## config.mk

```make
export PLATFORM = sky130hd
export DESIGN_NAME = sdmx_parser
export DESIGN_NICKNAME = d
export VERILOG_FILES = /design/src/rtl/sdmx_pkg.sv /design/src/rtl/sdmx_parser.sv
export SDC_FILE = /design/constraint.sdc
export NUM_CORES = 1
export LEC_CHECK = 0
export BUFFER_PORTS_ARGS = -buffer_cell sky130_fd_sc_hd__buf_2
export CAP_MARGIN = 30
export CORE_ASPECT_RATIO = 0.8
export CORE_UTILIZATION = 55
export CTS_CLUSTER_DIAMETER = 200
export CTS_CLUSTER_SIZE = 25
export DETAILED_ROUTE_END_ITERATION = 8
export MAX_ROUTING_LAYER = met4
export PLACE_DENSITY = 0.8
export SLEW_MARGIN = 10
export SYNTH_ARGS = -nofsm -noshare
export SYNTH_HDL_FRONTEND = slang
export SYNTH_SLANG_ARGS = --single-unit
```

## constraint.sdc

```tcl
create_clock -name clk_i -period 3.8 [get_ports clk_i]
set_input_delay 0.19 -clock clk_i [delete_from_list [all_inputs] [get_ports clk_i]]
set_output_delay 0.19 -clock clk_i [all_outputs]
set_load 0.01 [all_outputs]
```

## src/rtl/sdmx_pkg.sv

```systemverilog
// Shared types and constants for the stream metadata demultiplexer.
`default_nettype none

package sdmx_pkg;

  // Metadata text store
  localparam int unsigned MetaStoreBytes = 4096;
  localparam int unsigned StoreAddrW     = $clog2(MetaStoreBytes);
  localparam int unsigned FillW          = StoreAddrW + 1;

  // Field widths
  localparam int unsigned IntervalW = 20;
  localparam int unsigned ByteW     = 8;
  localparam int unsigned MetaW     = 12;
  // One length unit is sixteen text bytes
  localparam int unsigned LenShift  = 4;

  typedef enum logic [1:0] {
    KIND_AUDIO  = 2'd0,
    KIND_LENGTH = 2'd1,
    KIND_META   = 2'd2
  } byte_kind_e;

  typedef enum logic {
    PHASE_AUDIO = 1'b0,
    PHASE_META  = 1'b1
  } parse_phase_e;

  // Input beat
  typedef struct packed {
    logic [ByteW-1:0] stream_byte;
    logic             connection_start;
  } in_beat_t;

  // Output beat
  typedef struct packed {
    byte_kind_e       byte_kind;
    logic [ByteW-1:0] data_value;
    logic [MetaW-1:0] meta_index;
    logic [MetaW-1:0] meta_length;
    logic             block_end;
    logic             meta_changed;
  } out_beat_t;

  // Labelled byte handed from the parser to the compare stage
  typedef struct packed {
    byte_kind_e       kind;
    logic [ByteW-1:0] data;
    logic [MetaW-1:0] index;
    logic [MetaW-1:0] length;
    logic             block_end;
  } sdmx_item_t;

  // Store access issued by the parser
  typedef struct packed {
    logic                  en;
    logic                  clear;
    logic [StoreAddrW-1:0] addr;
    logic [ByteW-1:0]      wdata;
  } store_req_t;

endpackage

`default_nettype wire

```

## src/rtl/sdmx_parser.sv

```systemverilog
// Stream parser: position counters and audio/length/text labelling of each beat.
`default_nettype none

module sdmx_parser (
  input  wire logic                             clk_i,
  input  wire logic                             rst_ni,
  input  wire logic [sdmx_pkg::IntervalW-1:0]   interval_i,
  input  wire logic                             accept_i,
  input  wire sdmx_pkg::in_beat_t               beat_i,
  output sdmx_pkg::sdmx_item_t                  item_o,
  output sdmx_pkg::store_req_t                  req_o
);
  import sdmx_pkg::*;

  parse_phase_e           phase_q, phase_d;
  logic [IntervalW-1:0]   pos_q, pos_d;
  logic [MetaW-1:0]       rem_q, rem_d;
  logic [MetaW-1:0]       cur_q, cur_d;

  // State after an optional connection restart
  parse_phase_e           phase_eff;
  logic [IntervalW-1:0]   pos_eff;
  logic [MetaW-1:0]       rem_eff;
  logic [MetaW-1:0]       cur_eff;
  logic [MetaW-1:0]       len_byte;

  // State registers
  always_ff @(posedge clk_i or negedge rst_ni) begin
    if (!rst_ni) begin
      phase_q <= PHASE_AUDIO;
      pos_q   <= '0;
      rem_q   <= '0;
      cur_q   <= '0;
    end else begin
      phase_q <= phase_d;
      pos_q   <= pos_d;
      rem_q   <= rem_d;
      cur_q   <= cur_d;
    end
  end

  // Next state and labelling
  always_comb begin
    phase_eff = beat_i.connection_start ? PHASE_AUDIO : phase_q;
    pos_eff   = beat_i.connection_start ? '0 : pos_q;
    rem_eff   = beat_i.connection_start ? '0 : rem_q;
    cur_eff   = beat_i.connection_start ? '0 : cur_q;
    len_byte  = {beat_i.stream_byte, {LenShift{1'b0}}};

    phase_d = phase_q;
    pos_d   = pos_q;
    rem_d   = rem_q;
    cur_d   = cur_q;

    item_o.kind      = KIND_AUDIO;
    item_o.data      = beat_i.stream_byte;
    item_o.index     = '0;
    item_o.length    = '0;
    item_o.block_end = 1'b0;

    req_o.en    = 1'b0;
    req_o.clear = accept_i & beat_i.connection_start;
    req_o.addr  = StoreAddrW'(cur_eff);
    req_o.wdata = beat_i.stream_byte;

    if (accept_i) begin
      phase_d = phase_eff;
      pos_d   = pos_eff;
      rem_d   = rem_eff;
      cur_d   = cur_eff;

      if (interval_i == '0) begin
        // Extraction off: everything is audio, an open block is dropped
        phase_d = PHASE_AUDIO;
        rem_d   = '0;
        cur_d   = '0;
      end else begin
        case (phase_eff)
          PHASE_META: begin
            item_o.kind   = KIND_META;
            item_o.index  = cur_eff;
            item_o.length = cur_eff + rem_eff;
            req_o.en      = 1'b1;
            cur_d         = cur_eff + MetaW'(1);
            if (rem_eff <= MetaW'(1)) begin
              item_o.block_end = 1'b1;
              phase_d          = PHASE_AUDIO;
              rem_d            = '0;
              cur_d            = '0;
              pos_d            = '0;
            end else begin
              rem_d = rem_eff - MetaW'(1);
            end
          end
          PHASE_AUDIO: begin
            if (pos_eff >= interval_i) begin
              item_o.kind   = KIND_LENGTH;
              item_o.length = len_byte;
              pos_d         = '0;
              if (beat_i.stream_byte == '0) begin
                // Empty block closes at once
                item_o.block_end = 1'b1;
              end else begin
                phase_d = PHASE_META;
                rem_d   = len_byte;
                cur_d   = '0;
              end
            end else begin
              pos_d = pos_eff + IntervalW'(1);
            end
          end
          default: begin
            phase_d = PHASE_AUDIO;
          end
        endcase
      end
    end
  end

endmodule

`default_nettype wire

```

==> results.sh <==
export IMPL_fp_dieW_um=101.5
export IMPL_post_cts_resized=0
export IMPL_status="finished clean"
export IMPL_clock_path_buffers=2
export IMPL_vias_per_cell=6.103
export IMPL_dp_cells=739
export IMPL_tightestPinTransition_ns=0.8894
export IMPL_dieHeight_um=81.58
export IMPL_place_hpwl_mm=9.418
export IMPL_cts_sinks=45
export IMPL_startpoint_type="primary input"
export IMPL_syn_inst=575
export IMPL_synth_warnings=0
export IMPL_irDropWorstVdd_v=0.0001458
export IMPL_finClkSkew_ns=0.007411
export IMPL_crit_type="in -> out"
export IMPL_insertion_delay_ns=0.30
export IMPL_setup_violations=0
export IMPL_synth_seq_cells=45
export IMPL_cts_hold_buf=1
export IMPL_min_path_type="in -> reg"
export IMPL_critPathRequiredTime_ns=3.61
export IMPL_yosysMostFrequentCell="nand2_1"
export IMPL_drv_slew=0
export IMPL_finalSetupTns_ns=0
export IMPL_post_route_util=0.6503
export IMPL_first_pass_iters=5
export IMPL_cpPeakStageDelay_ns=0.42
export IMPL_worstPathArrival_ns=3.36
export IMPL_wl_mm=12.24
export IMPL_fin_nets=709
export IMPL_fin_crit_sh=0.9351
export IMPL_clock_fmax_ghz=0.2814
export IMPL_syn_nets=642
export IMPL_p_leak_nw=2.406
export IMPL_area_sequential_um2=1126
export IMPL_synth_top_cells_by_count="nand2_1 (65), nor2_1 (50), dfrtp_1 (45)"
export IMPL_power_density_nw_per_um2=225.4
export IMPL_synth_edf_count=0
export IMPL_core_area_um2=7532
export IMPL_synth_async_reset_ratio=1.000
export IMPL_grt_pass1_wl_mm=20.29
export IMPL_multiInputGateArea_um2=2851
export IMPL_drive_gt1_frac=0.1776
export IMPL_yosys_area_top_type_share=0.2586
export IMPL_vias=4559
export IMPL_cts_buffers=5
export IMPL_first_iter_violations=439
export IMPL_fin_hold_ws_ns=0.1961
export IMPL_syn2layout_area_growth_pct=12.50
export IMPL_endpoint_kind="output port"
export IMPL_numPortBuffers=88
export IMPL_cts_htree_levels=2
export IMPL_clk_pin_slew_ns=0.08
export IMPL_wl_per_cell_um=16.39
export IMPL_rows=28
export IMPL_min_period_ns=3.553
export IMPL_io_pins=89
export IMPL_fillCellCount=657
export IMPL_netlist_area_um2=4354
export IMPL_instances_no_fill=747
export IMPL_grt_max_degree=33
export IMPL_grt_pass1_vias=4054
export IMPL_hold_viol_final=0
export IMPL_synth_top_cells_by_area="dfrtp_1 (26%), ha_1 (9.8%), nand2_1 (5.6%), nor2b_1 (5.0%), o21ai_0 (4.4%)"
export IMPL_grt_antenna_before_repair=0
export IMPL_drc=0
export IMPL_antenna_cells=0
export IMPL_yosysTopAreaCell="dfrtp_1"
export IMPL_avgSynthCellArea_um2=7.572
export IMPL_root_buffer="clkbuf_8"
export IMPL_yosysSeqAreaShare=0.2586
export IMPL_grt_setup_unrepaired="false"
export IMPL_initial_core_util=0.5781
export IMPL_die_area_um2=8278
export IMPL_ys_types=59
export IMPL_grt_ovfl_total=0
export IMPL_crit_chain="buf_2, inv_1, nand2_1, inv_1, ha_1, a211oi_1, nor2_1, o41ai_1, o21ai_0, o41a_1, xnor2_1, o21ai_0, buf_2"
export IMPL_grt_total_usage=0.3216
export IMPL_slew_headroom=0.4016
export IMPL_crit_slowest_cell="o41ai_1"
export IMPL_cap_violations=0
export IMPL_place_gp_congestion=0.9495
export IMPL_ant_nets=0
export IMPL_crit_fanout=23
export IMPL_post_cts_buffers=0
export IMPL_cts_tree="yes"
export IMPL_ys_flop_type="dfrtp_1"
[through the flow]
stage                     setup slack, ns  cell area (um^2)  power [mW]
after detailed placement           0.3314              4798      0.7974
final                              0.2467              4898       1.104
after global routing              0.06501              4898       1.168
after global placement             0.3918              4771      0.7871
after CTS                          0.3093              4898       1.103
after floorplan                    0.3474              4354      0.7129
[critical path: cells and delay by family]
kind,cells,cell delay (ns)
buffers and inverters,4,0.93
AO/OA/AOI/OAI,5,1.45
XOR/XNOR,1,0.13
AND/OR/NAND/NOR,2,0.36
adder cells (fa/ha/maj),1,0.29
[path summary, 6_finish.rpt]
| path | from | to | slack (ns) | cells past startpoint |
|---|---|---|---|---|
| setup / recovery | beat_i[0] | item_o[12] | 0.25 | 13 |
| hold / removal | beat_i[7] | rem_q[10]$_DFFE_PN0P_ | 0.20 | 2 |
| setup reg to reg | pos_q[11]$_DFFE_PN0P_ | rem_q[4]$_DFFE_PN0P_ | 0.55 | 9 |
| hold reg to reg | pos_q[16]$_DFFE_PN0P_ | pos_q[16]$_DFFE_PN0P_ | 0.52 | 1 |
| max in group asynchronous | rst_ni | phase_q$_DFFE_PN0P_ | 2.99 | 3 |
| min in group asynchronous | rst_ni | cur_q[5]$_DFFE_PN0P_ | 0.32 | 2 |
[logic make-up after synthesis]
| logic type | after synthesis | synth area share |
|---|---|---|
| xor+xnor | 11 | 0.02213 |
| fa+ha+maj | 35 | 0.1023 |
| simple gates | 246 | 0.2839 |
| mux | 5 | 0.01178 |
| flops | 45 | 0.2586 |
| compound gates | 152 | 0.2348 |
| buf+inv | 81 | 0.08650 |
[registers in the layout, summed over array words and instances, names as in the netlist]
name and cells:
pos_q 20, phase_q 1, rem_q 12, cur_q 12
[where the power goes]
| part | internal (mW) | total [mW] | switching, mW |
|---|---|---|---|
| Clock | 0.144 | 0.310 | 0.166 |
| Sequential | 0.499 | 0.530 | 0.0311 |
| Combinational | 0.108 | 0.264 | 0.156 |
[cell type report]
cell class,count,share of cell area
Multi-Input combinational cell,449,0.5821
Timing Repair Buffer,100,0.1114
Inverter,41,0.03142
Clock buffer,6,0.01686
Sequential cell,45,0.2299
Clock inverter,1,0.001533
Tap cell,105,0.02682
[cell usage in the layout (no fill, tap or decap), types with 17 or more instances in the layout]
cell / synthesis / layout
o21ai_0: 38 / 38
nor3_1: 17 / 17
inv_1: 41 / 41
ha_1: 34 / 34
dfrtp_1: 45 / 45
nand3_1: 18 / 18
nor2b_1: 35 / 35
nand2_1: 65 / 65
a21oi_1: 30 / 30
nor2_1: 50 / 50
buf_2: 4 / 88
[per-layer routing]
metal,wire (um),global-route usage
met1,5681,0.4673
met2,5349,0.4673
met3,1083,0.05191
met4,130,0.07246
met5,0,-
(Power assumes the default switching activity.)
