**src/rtl/sdmx_pkg.sv**
```systemverilog
// Shared types and constants for the stream metadata demultiplexer.
`default_nettype none

package sdmx_pkg;

  // Metadata text store
  localparam int unsigned MetaStoreBytes = 4096;
  localparam int unsigned StoreAddrW     = $clog2(MetaStoreBytes);
  localparam int unsigned FillW          = StoreAddrW + 1;

  // Field widths
  localparam int unsigned IntervalW = 20;
  localparam int unsigned ByteW     = 8;
  localparam int unsigned MetaW     = 12;
  // One length unit is sixteen text bytes
  localparam int unsigned LenShift  = 4;

  typedef enum logic [1:0] {
    KIND_AUDIO  = 2'd0,
    KIND_LENGTH = 2'd1,
    KIND_META   = 2'd2
  } byte_kind_e;

  typedef enum logic {
    PHASE_AUDIO = 1'b0,
    PHASE_META  = 1'b1
  } parse_phase_e;

  // Input beat
  typedef struct packed {
    logic [ByteW-1:0] stream_byte;
    logic             connection_start;
  } in_beat_t;

  // Output beat
  typedef struct packed {
    byte_kind_e       byte_kind;
    logic [ByteW-1:0] data_value;
    logic [MetaW-1:0] meta_index;
    logic [MetaW-1:0] meta_length;
    logic             block_end;
    logic             meta_changed;
  } out_beat_t;

  // Labelled byte handed from the parser to the compare stage
  typedef struct packed {
    byte_kind_e       kind;
    logic [ByteW-1:0] data;
    logic [MetaW-1:0] index;
    logic [MetaW-1:0] length;
    logic             block_end;
  } sdmx_item_t;

  // Store access issued by the parser
  typedef struct packed {
    logic                  en;
    logic                  clear;
    logic [StoreAddrW-1:0] addr;
    logic [ByteW-1:0]      wdata;
  } store_req_t;

endpackage

`default_nettype wire

```
**src/rtl/sdmx_compare.sv**
```systemverilog
// Compare stage and output register: change detection over a metadata block.
`default_nettype none

module sdmx_compare (
  input  wire logic                        clk_i,
  input  wire logic                        rst_ni,
  input  wire logic                        accept_i,
  input  wire sdmx_pkg::sdmx_item_t        item_i,
  input  wire logic [sdmx_pkg::ByteW-1:0]  rd_data_i,
  output logic                             in_ready_o,
  output logic                             out_valid_o,
  input  wire logic                        out_ready_i,
  output sdmx_pkg::out_beat_t              out_beat_o
);
  import sdmx_pkg::*;

  logic       s1_valid_q, s1_valid_d;
  sdmx_item_t s1_item_q;
  logic       out_valid_q, out_valid_d;
  out_beat_t  out_q, out_d;
  logic       acc_q, acc_d;
  logic       advance;
  logic       differs;
  logic       is_meta;

  // Stage 1 moves on when the output register is free or being drained
  assign advance    = s1_valid_q & (~out_valid_q | out_ready_i);
  assign in_ready_o = ~s1_valid_q | ~out_valid_q | out_ready_i;

  assign is_meta = (s1_item_q.kind == KIND_META);
  assign differs = (rd_data_i != s1_item_q.data);

  always_comb begin
    s1_valid_d  = s1_valid_q;
    out_valid_d = out_valid_q;
    out_d       = out_q;
    acc_d       = acc_q;

    if (accept_i) begin
      s1_valid_d = 1'b1;
    end else if (advance) begin
      s1_valid_d = 1'b0;
    end

    if (advance) begin
      out_valid_d        = 1'b1;
      out_d.byte_kind    = s1_item_q.kind;
      out_d.data_value   = s1_item_q.data;
      out_d.meta_index   = s1_item_q.index;
      out_d.meta_length  = s1_item_q.length;
      out_d.block_end    = s1_item_q.block_end;
      out_d.meta_changed = is_meta & s1_item_q.block_end & (acc_q | differs);
      // Difference flag lives only across the text beats of one block
      acc_d = (is_meta & ~s1_item_q.block_end) ? (acc_q | differs) : 1'b0;
    end else if (out_ready_i) begin
      out_valid_d = 1'b0;
    end
  end

  // Control registers
  always_ff @(posedge clk_i or negedge rst_ni) begin
    if (!rst_ni) begin
      s1_valid_q  <= 1'b0;
      out_valid_q <= 1'b0;
      acc_q       <= 1'b0;
    end else begin
      s1_valid_q  <= s1_valid_d;
      out_valid_q <= out_valid_d;
      acc_q       <= acc_d;
    end
  end

  // Payload registers
  always_ff @(posedge clk_i) begin
    if (accept_i) begin
      s1_item_q <= item_i;
    end
    out_q <= out_d;
  end

  assign out_valid_o = out_valid_q;
  assign out_beat_o  = out_q;

endmodule

`default_nettype wire

```
**config.mk**
```make
export PLATFORM = sky130hd
export DESIGN_NAME = sdmx_compare
export DESIGN_NICKNAME = d
export VERILOG_FILES = /design/src/rtl/sdmx_pkg.sv /design/src/rtl/sdmx_compare.sv
export SDC_FILE = /design/constraint.sdc
export NUM_CORES = 1
export LEC_CHECK = 0
export BUFFER_PORTS_ARGS = -buffer_cell sky130_fd_sc_hd__buf_4
export CAP_MARGIN = 15
export CORE_ASPECT_RATIO = 1.75
export CORE_MARGIN = 2
export CORE_UTILIZATION = 40
export DETAILED_ROUTE_END_ITERATION = 16
export GPL_TIMING_DRIVEN = 0
export PLACE_DENSITY = 0.77
export SLEW_MARGIN = 20
export SYNTH_ARGS = -nofsm -noshare
export SYNTH_HDL_FRONTEND = slang
export SYNTH_SLANG_ARGS = --single-unit
```
**constraint.sdc**
```tcl
create_clock -name clk_i -period 2.65 [get_ports clk_i]
set_clock_uncertainty 0.2 [all_clocks]
set_input_delay 0.3975 -clock clk_i [delete_from_list [all_inputs] [get_ports clk_i]]
set_output_delay 0.3975 -clock clk_i [all_outputs]
set_load 0.01 [all_outputs]
```
==> results of run 1 <==
-- power by group through the flow --
stage / Combinational (W) / Sequential [W] / Clock (W)
6_report: 0.000202 / 0.00143 / 0.000831
5_1_grt: 0.000219 / 0.00144 / 0.000908
4_1_cts: 0.000206 / 0.00143 / 0.000857
3_5_place_dp: 0.000205 / 0.00146 / 0
3_3_place_gp: 0.000200 / 0.00145 / 0
2_1_floorplan: 0.0000359 / 0.00147 / 0
-- worst max-delay path, cell delays in order (launching register included) --
cell and delay [ns]:
sky130_fd_sc_hd__dfrtp_1 0.42, sky130_fd_sc_hd__nand2b_1 0.09, sky130_fd_sc_hd__nand2_1 0.10, sky130_fd_sc_hd__inv_2 0.55
-- worst paths after layout --
check	from	end	slack [ns]	cells after the start
setup reg to reg	out_valid_o	out_beat_o[21]	0.91	3
hold / removal	item_i[17]	s1_item_q[17]	0.03	1
min in group asynchronous	rst_ni	s1_valid_q	0.18	2
setup / recovery	out_valid_o	out_beat_o[21]	0.91	3
hold reg to reg	s1_item_q[1]	out_beat_o[2]	0.22	0
max in group asynchronous	rst_ni	out_valid_o	1.97	2
-- flip-flops by register name (all words and copies together) (netlist names) --
name         flops
out_beat_o      36
s1_item_q       35
acc_q            1
out_valid_o      1
s1_valid_q       1
-- final cells by class --
cell class	instances	area (um2)	share of cell area
Sequential cell	74	2210	0.669
Tap cell	78	97.6	0.0296
Clock buffer	9	124	0.0375
Clock inverter	7	68.8	0.0209
Timing Repair Buffer	86	651	0.197
Multi-Input combinational cell	20	148	0.0447
Inverter	1	3.75	0.00114
-- metrics by stage --
step	hold slack, ns	worst slack [ns]	area [um2]
after floorplan	-0.0981	0.770	2360
after detailed placement	-0.00898	0.804	3090
final	0.0262	0.911	3300
after global placement	-0.00920	0.413	3090
after global routing	0.000665	0.794	3300
after CTS	0.00341	0.892	3290
-- synth_stat cells, drive strengths merged --
cell	count	area share
dfrtp	3	0.032
edfxtp	71	0.90
inv	1	0.0016
nand2	2	0.0032
nand2b	2	0.0053
nand3	1	0.0021
nand3b	1	0.0032
nand4	1	0.0027
nor4	1	0.0027
nor4bb	1	0.0042
o21ai	1	0.0021
or2b	1	0.0032
or4b	1	0.0042
xnor2	7	0.026
xor2	1	0.0037
-- cell families (layout without fill, tap and decap cells) --
logic type             after synthesis  count (layout)  synth area share
buffers and inverters                1             103           0.00159
AO/OA/AOI/OAI                        1               1           0.00212
XOR/XNOR                             8               8            0.0297
flip-flops                          74              74             0.936
AND/OR/NAND/NOR                     11              11            0.0308
-- repair_timing --
item                                   4_1_cts  5_1_grt
setup buffers                                0        0
endpoints found under the hold margin        3        1
hold buffers                                 1        1
-- layout by cell type, fill, tap and decap left out, types with 2 or more instances in the layout --
cell / instances
sky130_fd_sc_hd__dfrtp_1: 3
sky130_fd_sc_hd__edfxtp_1: 71
sky130_fd_sc_hd__clkinv_2: 3
sky130_fd_sc_hd__nand2_1: 2
sky130_fd_sc_hd__dlygate4sd3_1: 2
sky130_fd_sc_hd__nand2b_1: 2
sky130_fd_sc_hd__clkbuf_8: 9
sky130_fd_sc_hd__clkinvlp_4: 2
sky130_fd_sc_hd__buf_4: 84
sky130_fd_sc_hd__xnor2_1: 7
-- routing by layer --
layer  track usage  wire length, um  vias up
li1              -                -      565
met1         0.153             1510      544
met2         0.205             2200       47
met3        0.0687              266        7
met4        0.0821               99        0
met5             0                0        -
==> results.md, run 1 <==
Run status:
- The run finished with clean final reports.

Routing:
- The mean number of vias per cell is 4.23.
- After the first detailed-routing iteration, the DRC count stood at 19.
- For this run, the detailed router's first-pass iteration total came to 4.
- The average wire per standard cell is 14.8 um.
- For this block, the via count after detailed routing is 1163.
- The remaining number of nets flagged by the antenna check after routing is 0.
- Summed over all layers, the routed wires come to 4070 um.
- For this run, design rule violations remaining after detail routing come to 0.

CTS:
- The clock reaches the later pin of the worst-skew pair after 0.34 ns.
- For this design, the sink count on the clock tree is 74.
- The H-tree depth is 3.
- The maximum clock path buffer count is 2.
- The clock root buffer master is sky130_fd_sc_hd__clkbuf_8.
- The number of buffers inserted during clock tree synthesis is 9.
- The clock slew at the register clock pins of the worst setup and hold paths is 0.08 ns.
- The count of instances resized after the clock tree is built is 0.
- The clock tree from TritonCTS is yes.

Timing:
- For the finished layout, the period the worst path requires is 1.74 ns.
- The final cycle utilization of the critical path is 0.656.
- The setup TNS after final layout is 0 ns.
- Derived from the worst setup path, the maximum achievable clock frequency is 575 MHz.
- The total count of max-transition violations in the final report is 0.
- Setup repair after global routing left no endpoint under its margin.
- The worst-margin pin slew is 0.719 ns.
- Setup violations remaining at the end of the flow were counted as 0.
- The count of endpoints failing hold in the final timing report is 0.
- Measured against its own limit, the worst slew margin works out to 0.520.

Global routing:
- Summed over all layers, the global routing overflow is 0.
- The number of antenna violations at the first check in global routing was 0.
- The maximum number of pins on one net before global-route repair is 37.
- The via count of the first global-routing pass is 1187.
- The global-route usage over all layers is 0.138.
- The first global-routing pass estimated 5920 um of wire.

Power and ir drop:
- The overall power is 0.00246 W.
- The part of the power in combinational logic is 0.082.
- The leakage dissipation is 1.28 nW.
- The areal power density over the cells is 746 mW/mm2.
- The power share of the clock group is 0.337.
- The net switching share of the total power is 0.212.
- The internal power component is 0.00194 W.
- The worst ir drop on vdd is 0.000410 V.
- The part of the power in registers is 0.580.
- The power dissipated by switching net loads is 0.000522 W.

Floorplan:
- 85 I/O pins were placed.
- The number of placement rows is 37.
- The starting utilization of the core area is 0.408.
- The die is 106 um tall.
- The region available for standard cell placement spans 0.00579 mm2.
- The die is 62.0 um wide.
- The floorplan step defined a die boundary enclosing 0.00655 mm2.

Synthesis:
- The synthesized instance count is 95.
- The area of the mapped netlist is 0.00236 mm2.
- The synthesized area per cell is 24.8 um2.
- Synthesis instantiated 15 different standard cells from the library.
- Counting flops and latches in the post-synthesis netlist gives 74.
- For this run, the register share of the synthesized area comes to 0.936.
- The total number of yosys warnings is 0.
- The net count of the mapped netlist is 142.

Finish:
- 0 antenna diodes ended up in the layout.
- The post-layout instance count excluding filler cells is 275.
- The post-layout net count is 239.
- The synthesis-to-layout area growth is 39.9%.
- The end-of-flow core utilization is 0.570.
- The layout has 460 filler cells.
- In the final layout, the share of cells above drive strength 1 is 0.513.

Setup path:
- The worst setup path is launched from a register.
- Along the worst path, the maximum fanout reaches 36.
- The kind of capture point of the worst setup path is a register.
- The data required time at the worst endpoint is 2.42 ns.
- The start-to-end type of the worst setup path is reg -> reg.
- The signal arrival time at the worst endpoint is 1.51 ns.

Flow run:
- Max-cap violations in this run came to 0.

Placement:
- The number of instances in the placed design is 257.
- After legalization and detailed placement, the total HPWL measured 2950 um.
- The placer congestion estimate is 0.746.
- The number of port buffers is 84.

Worst hold path:
- The type of the worst min-delay path is in -> reg.
Power figures use the tool's default switching activity.
==> inputs of run 2 (changes only) <==
PLACE_DENSITY = 0.79   (was 0.77)
clock period = 1.6 ns   (was 2.65 ns; I/O delays follow)
==> results.md, run 2 (synthesis gave the netlist of run 1 again) <==
Run status:
- The flow ran to the end, and the final reports show no timing, DRC or antenna violations.

Finish:
- The number of fill cells is 425 (-7.6%).
- The end-of-flow core utilization is 0.643 (+0.0729).
- The number of flip-flops under the largest register name is 36 (unchanged).
- The post-layout instance count excluding filler cells is 316 (+15%).
- Relative to the synthesized area, the layout overhead comes to 57.8%.
- Leaving out fill and tap cells, the most frequent cell in the layout is sky130_fd_sc_hd__buf_4.
- The number of antenna repair diodes is 0 (unchanged).
- The fraction of final layout cells sized beyond drive strength 1 is 0.450 (-0.0631).
- The top cell types in the final layout, fill and taps aside, are sky130_fd_sc_hd__buf_4, sky130_fd_sc_hd__edfxtp_1, sky130_fd_sc_hd__dlygate4sd3_1.
- The post-layout net count is 281 (+18%).

Setup path:
- In this run the critical register-to-register path is captured at acc_q.
- The signal on the critical path passes through nand2b_1, nand2_4, or4b_4, o21ai_1.
- The startpoint identified for the worst register-to-register timing path is out_valid_o.
- The maximum fanout count along the critical path is 4 (-89%).
- The family with the most delay on the worst path is simple AND/OR/NAND/NOR gates.
- The number of cells traversed by the worst register-to-register path was 4 (+1).
- The worst stage delay on the critical path was 0.51 ns (-0.04 ns).
- The signal arrival time at the worst endpoint was 1.61 ns (+0.10 ns).
- The worst path buffer plus inverter count is 0 (-1).
- The start-to-end type of the worst setup path is reg -> reg.
- The worst setup path is launched from a register.
- The setup slack on the worst flop-to-flop path is 0.05 ns (-0.86 ns).
- The data required time at the worst endpoint is 1.66 ns (-0.76 ns).
- The worst setup path is captured at a register.
- On the critical path, the stage with the largest delay is an instance of sky130_fd_sc_hd__or4b_4.

CTS:
- The number of buffers inserted during clock tree synthesis is 9 (unchanged).
- The clock insertion delay at the later pin of the skew report is 0.33 ns (about the same).
- The clock sink total is 74 (unchanged).
- The maximum clock path buffer count is 2 (unchanged).
- TritonCTS built the clock tree.
- The clock slew at the register clock pins of the worst setup and hold paths is 0.07 ns (about the same).
- The H-tree depth came to 3 (unchanged).
- The clock root buffer master is sky130_fd_sc_hd__clkbuf_8.

Placement:
- The number of instances in the placed design is 257 (unchanged).
- The post-placement setup slack came to -0.359 ns (-1.16 ns).
- The placer congestion estimate is 0.700 (-6.2%).
- The placed wire-length estimate is 2990 um (+1.2%).
- The number of port buffers is 84 (unchanged).

Global routing:
- The global-route usage over all layers is 0.156 (+0.0175).
- The number of antenna violations at the first check in global routing was 0 (unchanged).
- The sum of overflow across all layers after global routing came to 0 (unchanged).
- The wire length of the first global-routing pass is 6810 um (+15%).
- The via count of the first global-routing pass is 1405 (+18%).
- The maximum number of pins on one net before global-route repair is 37 (unchanged).

Routing:
- The detailed-route wire length is 4660 um (+14%).
- The remaining number of nets flagged by the antenna check after routing is 0 (unchanged).
- The number of design-rule violations left by the first detailed-router iteration came to 18 (-1).
- The final routed DRC violation total was 0 (unchanged).
- The mean number of vias per cell was 4.24 (+0.34%).
- The overall via count from detail_route is 1341 (+15%).
- The first-pass iteration count of the detailed router was 4 (unchanged).
- The average wire per standard cell is 14.7 um (-0.45%).

Floorplan:
- The chip width is 62.0 um (unchanged).
- The starting utilization of the core area is 0.408 (unchanged).
- The area of the core is 0.00579 mm2 (unchanged).
- The top-level I/O count is 85 (unchanged).
- The vertical die dimension is 106 um (unchanged).
- The full die area came to 0.00655 mm2 (unchanged).
- The number of placement rows was 37 (unchanged).

Timing:
- The peak clock frequency supported by timing is 645 MHz (+12%).
- The slack of the critical path was 0.0502 ns (-0.860 ns).
- The final cycle utilization of the critical path is 0.969 (+0.312).
- The count of endpoints failing hold in the final timing report was 0 (unchanged).
- The worst-margin pin slew is 0.445 ns (-0.274 ns).
- The shortest clock period the worst path allows after layout was 1.55 ns (-0.190 ns).
- The relative slew slack is 0.703 (+0.184).
- Setup repair after global routing could not meet its margin everywhere.
- The total count of max-transition violations in the final report was 0 (unchanged).
- The total setup violations reported at the end of the flow came to 0 (unchanged).
- The setup TNS after final layout is 0 ns (unchanged).

Power and ir drop:
- The overall power was 0.00411 W (+67%).
- The worst ir drop on vdd is 0.000735 V (+79%).
- The leakage dissipation is 1.46 nW (+14%).
- The areal power density over the cells is 1100 mW/mm2 (+48%).

Flow run:
- The number of max-cap violations is 0 (unchanged).

Worst hold path:
- In this run the worst hold path is classified as in -> async.
==> run 2: cell types whose count changed in the layout (fill, tap and decap cells not counted), sizes merged <==
cell / change
dlymetal6s4s: +1
buf: +6
dlygate4sd3: +34
clkbuf: +2
inv: -2
==> run 2: routing by layer <==
layer  wire length (um)  global-route usage
met2               2680               0.254
met1               1630               0.166
met3                244              0.0429
met4                104               0.102
met5                  0                   0
==> run 2: worst max-delay path by stage <==
stage | startpoint | end | slack, ns | cells after the start
floorplan | out_valid_o | out_beat_o[0] | -0.05 | 3
global placement | out_ready_i | out_beat_o[25] | -0.29 | 4
detailed placement | out_ready_i | out_beat_o[4] | -0.36 | 4
CTS | out_valid_o | acc_q | 0.001 | 4
global route | out_valid_o | acc_q | -0.02 | 4
finish | out_valid_o | acc_q | 0.05 | 4
==> run 2: stage by stage <==
stage          hold WS [ns]  cell area [um2]
6_report             0.0567             3720
3_3_place_gp         -0.168             3090
5_1_grt              0.0619             3720
2_1_floorplan        -0.256             2360
3_5_place_dp         -0.168             3090
4_1_cts              0.0270             3690
==> run 2: power by group <==
part	total (W)	internal (W)	switching [W]
Clock	0.00129	0.000702	0.000585
Sequential	0.00237	0.00231	0.0000566
Combinational	0.000452	0.000270	0.000183
Total	0.00411	0.00328	0.000824
==> run 2: layout make-up <==
cell class	instances	area, um2	area share
Timing Repair Buffer	127	1060	0.285
Timing Repair inverter	1	7.51	0.00202
Inverter	1	7.51	0.00202
Clock buffer	11	131	0.0353
Clock inverter	4	43.8	0.0118
Multi-Input combinational cell	20	165	0.0444
Tap cell	78	97.6	0.0262
Sequential cell	74	2210	0.593
==> run 2: timing repair <==
action | in CTS | in global routing
setup buffers | 3 | 3
pin swaps | 0 | 2
endpoints found under the hold margin | 39 | 0
gates cloned | 1 | 0
hold buffers | 37 | 0
setup endpoints to repair | 37 | 2
resized for setup | 2 | 3
==> inputs of run 3 (changes only) <==
--- a/constraint.sdc
+++ b/constraint.sdc
@@ -3,3 +3,3 @@
 set_input_delay 0.24 -clock clk_i [delete_from_list [all_inputs] [get_ports clk_i]]
 set_output_delay 0.24 -clock clk_i [all_outputs]
-set_load 0.01 [all_outputs]
+set_load 0.1 [all_outputs]
==> results.md, run 3 (synthesis gave the netlist of run 1 again) <==
Power and ir drop:
- The worst ir drop on vdd is 0.000843 V (+15%).
- The leakage dissipation is 1.46 nW (+0.12%).
- The areal power density over the cells is 1280 mW/mm2 (+16%).

Floorplan:
- The area of the core is 0.00579 mm2 (unchanged).
- The top-level I/O count is 85 (unchanged).
- The chip width came to 62.0 um (unchanged).
- The number of placement rows is 37 (unchanged).
- The full die area came to 0.00655 mm2 (unchanged).
- The starting utilization of the core area came to 0.408 (unchanged).
- The vertical die dimension was 106 um (unchanged).

Worst hold path:
- The type of the worst min-delay path is in -> async.

Setup path:
- The signal arrival time at the worst endpoint is 1.19 ns (-0.42 ns).
- The critical path goes through nand3b_1, buf_12.
- The data required time at the worst endpoint is 1.16 ns (-0.50 ns).
- The worst stage delay on the critical path was 0.50 ns (about the same).
- The sort of element at the start of the critical path is a register.
- STA classifies the critical path endpoint as a primary output.
- The worst path buffer plus inverter count was 1 (+1).
- The cell family contributing the most delay on the critical path is flip-flops.
- The slowest stage of the critical path belongs to the cell sky130_fd_sc_hd__dfrtp_4.
- The start-to-end type of the worst setup path is reg -> out.
- The maximum fanout count along the critical path is 3 (-1).

Placement:
- The area of placed instances is 0.00310 mm2 (+0.12%).
- The number of port buffers is 84 (unchanged).
- The number of instances in the placed design is 257 (unchanged).
- The post-placement setup slack was -0.312 ns (+0.0469 ns).
- The placer congestion estimate is 0.701 (+0.19%).

Routing:
- The final routed DRC violation total is 0 (unchanged).
- The mean number of vias per cell came to 4.20 (-0.98%).
- The overall via count from detail_route is 1311 (-2.2%).
- The average wire per standard cell was 13.4 um (-9.0%).
- The detailed-route wire length is 4190 um (-10%).
- The remaining number of nets flagged by the antenna check after routing is 0 (unchanged).
- The first-pass iteration count of the detailed router is 4 (unchanged).
- The number of design-rule violations left by the first detailed-router iteration is 44 (+26).

Finish:
- The top cell types in the final layout, fill and taps aside, are sky130_fd_sc_hd__buf_4, sky130_fd_sc_hd__edfxtp_1, sky130_fd_sc_hd__dlygate4sd3_1.
- The post-layout net count is 276 (-1.8%).
- The number of flip-flops under the largest register name is 36 (unchanged).
- The post-layout instance count excluding filler cells is 312 (-1.3%).
- The number of antenna repair diodes came to 0 (unchanged).
- The final non-filler cell area is 0.00375 mm2 (+0.74%).
- The library cell used most frequently in the layout, excluding fill and tap cells, is sky130_fd_sc_hd__buf_4.
- The synthesis-to-layout area growth is 58.9%.
- The fraction of final layout cells sized beyond drive strength 1 was 0.457 (+0.00769).

Global routing:
- The maximum number of pins on one net before global-route repair is 37 (unchanged).
- The via count of the first global-routing pass is 1348 (-4.1%).
- The global-route usage over all layers is 0.139 (-0.0168).
- The sum of overflow across all layers after global routing is 0 (unchanged).
- The number of antenna violations at the first check in global routing was 0 (unchanged).
- The wire length of the first global-routing pass was 6240 um (-8.3%).

CTS:
- The clock sink total is 74 (unchanged).
- The H-tree depth came to 3 (unchanged).
- The maximum clock path buffer count is 2 (unchanged).
- The number of buffers inserted during clock tree synthesis is 9 (unchanged).
- The clock slew at the register clock pins of the worst setup and hold paths was 0.07 ns (about the same).
- TritonCTS built the clock tree.
- The clock root buffer master is sky130_fd_sc_hd__clkbuf_8.
- The clock insertion delay at the later pin of the skew report is 0.32 ns (about the same).

Timing:
- The shortest clock period the worst path allows after layout is 1.63 ns (+0.0789 ns).
- The count of endpoints failing hold in the final timing report came to 0 (unchanged).
- The peak clock frequency supported by timing is 614 MHz (-4.8%).
- The slack of the critical path is -0.0286 ns (-0.0789 ns).
- The worst-margin pin slew is 0.435 ns (-0.0102 ns).
- The final-layout worst hold slack is 0.0374 ns (-0.0193 ns).
- The total setup violations reported at the end of the flow is 1 (+1).
- The setup TNS after final layout is -0.0286 ns (-0.0286 ns).
- The total count of max-transition violations in the final report is 0 (unchanged).
- Setup repair after global routing could not meet its margin everywhere.
- The relative slew slack is 0.710 (+0.00679).
- The final cycle utilization of the critical path is 1.02 (+0.0493).

Flow run:
- The number of max-cap violations is 0 (unchanged).

Run status:
- The checks that failed: setup timing.
- The flow ran to the end, but the final reports show violations.
[run 3: path summary, 6_finish.rpt]
check | cells past startpoint | endpoint | from | slack, ns
max | 2 | in_ready_o | out_valid_o | -0.03
min | 2 | out_valid_o | rst_ni | 0.04
max reg2reg | 4 | out_beat_o[0] | s1_item_q[26] | 0.02
min reg2reg | 0 | out_beat_o[18] | s1_item_q[17] | 0.22
max in group asynchronous | 2 | out_valid_o | rst_ni | 1.05
min in group clk_i | 3 | out_valid_o | out_ready_i | 0.14
[run 3: power by group]
| group | switching, W | total (W) | leakage, nW | internal (W) |
|---|---|---|---|---|
| Clock | 0.000596 | 0.00146 | 0.104 | 0.000867 |
| Combinational | 0.000697 | 0.000965 | 0.633 | 0.000268 |
| Sequential | 0.0000567 | 0.00237 | 0.723 | 0.00231 |
[run 3: per-layer routing]
layer,track usage,vias to the layer above,routed length (um)
met1,0.141,615,1420
met2,0.234,53,2410
met5,0,-,0
met3,0.0552,6,273
li1,-,637,-
met4,0.0669,0,78
[run 3: stage by stage]
stage	power, W	utilization
final	0.00480	0.648
after global routing	0.00498	0.648
after CTS	0.00483	0.639
after detailed placement	0.00327	0.535
after global placement	0.00326	0.535
after floorplan	0.00302	-
[run 3: final cells by class]
cell class	instances	area (um2)
timing repair inverter	1	7.51
multi-input combinational	20	185
clock buffer	10	128
clock inverter	6	81.3
inverter	1	7.51
timing repair buffer	122	1030
sequential	74	2210
tap	78	97.6
fill	391	2040
[run 3: what timing repair did]
item                                    4_1_cts  5_1_grt
gates cloned                                  1        0
pin swaps                                     1        0
hold endpoints to repair                     38        0
endpoints found under the setup margin       38       39
gates resized for setup                       5        4
hold buffers                                 36        0
buffers inserted                              1        1
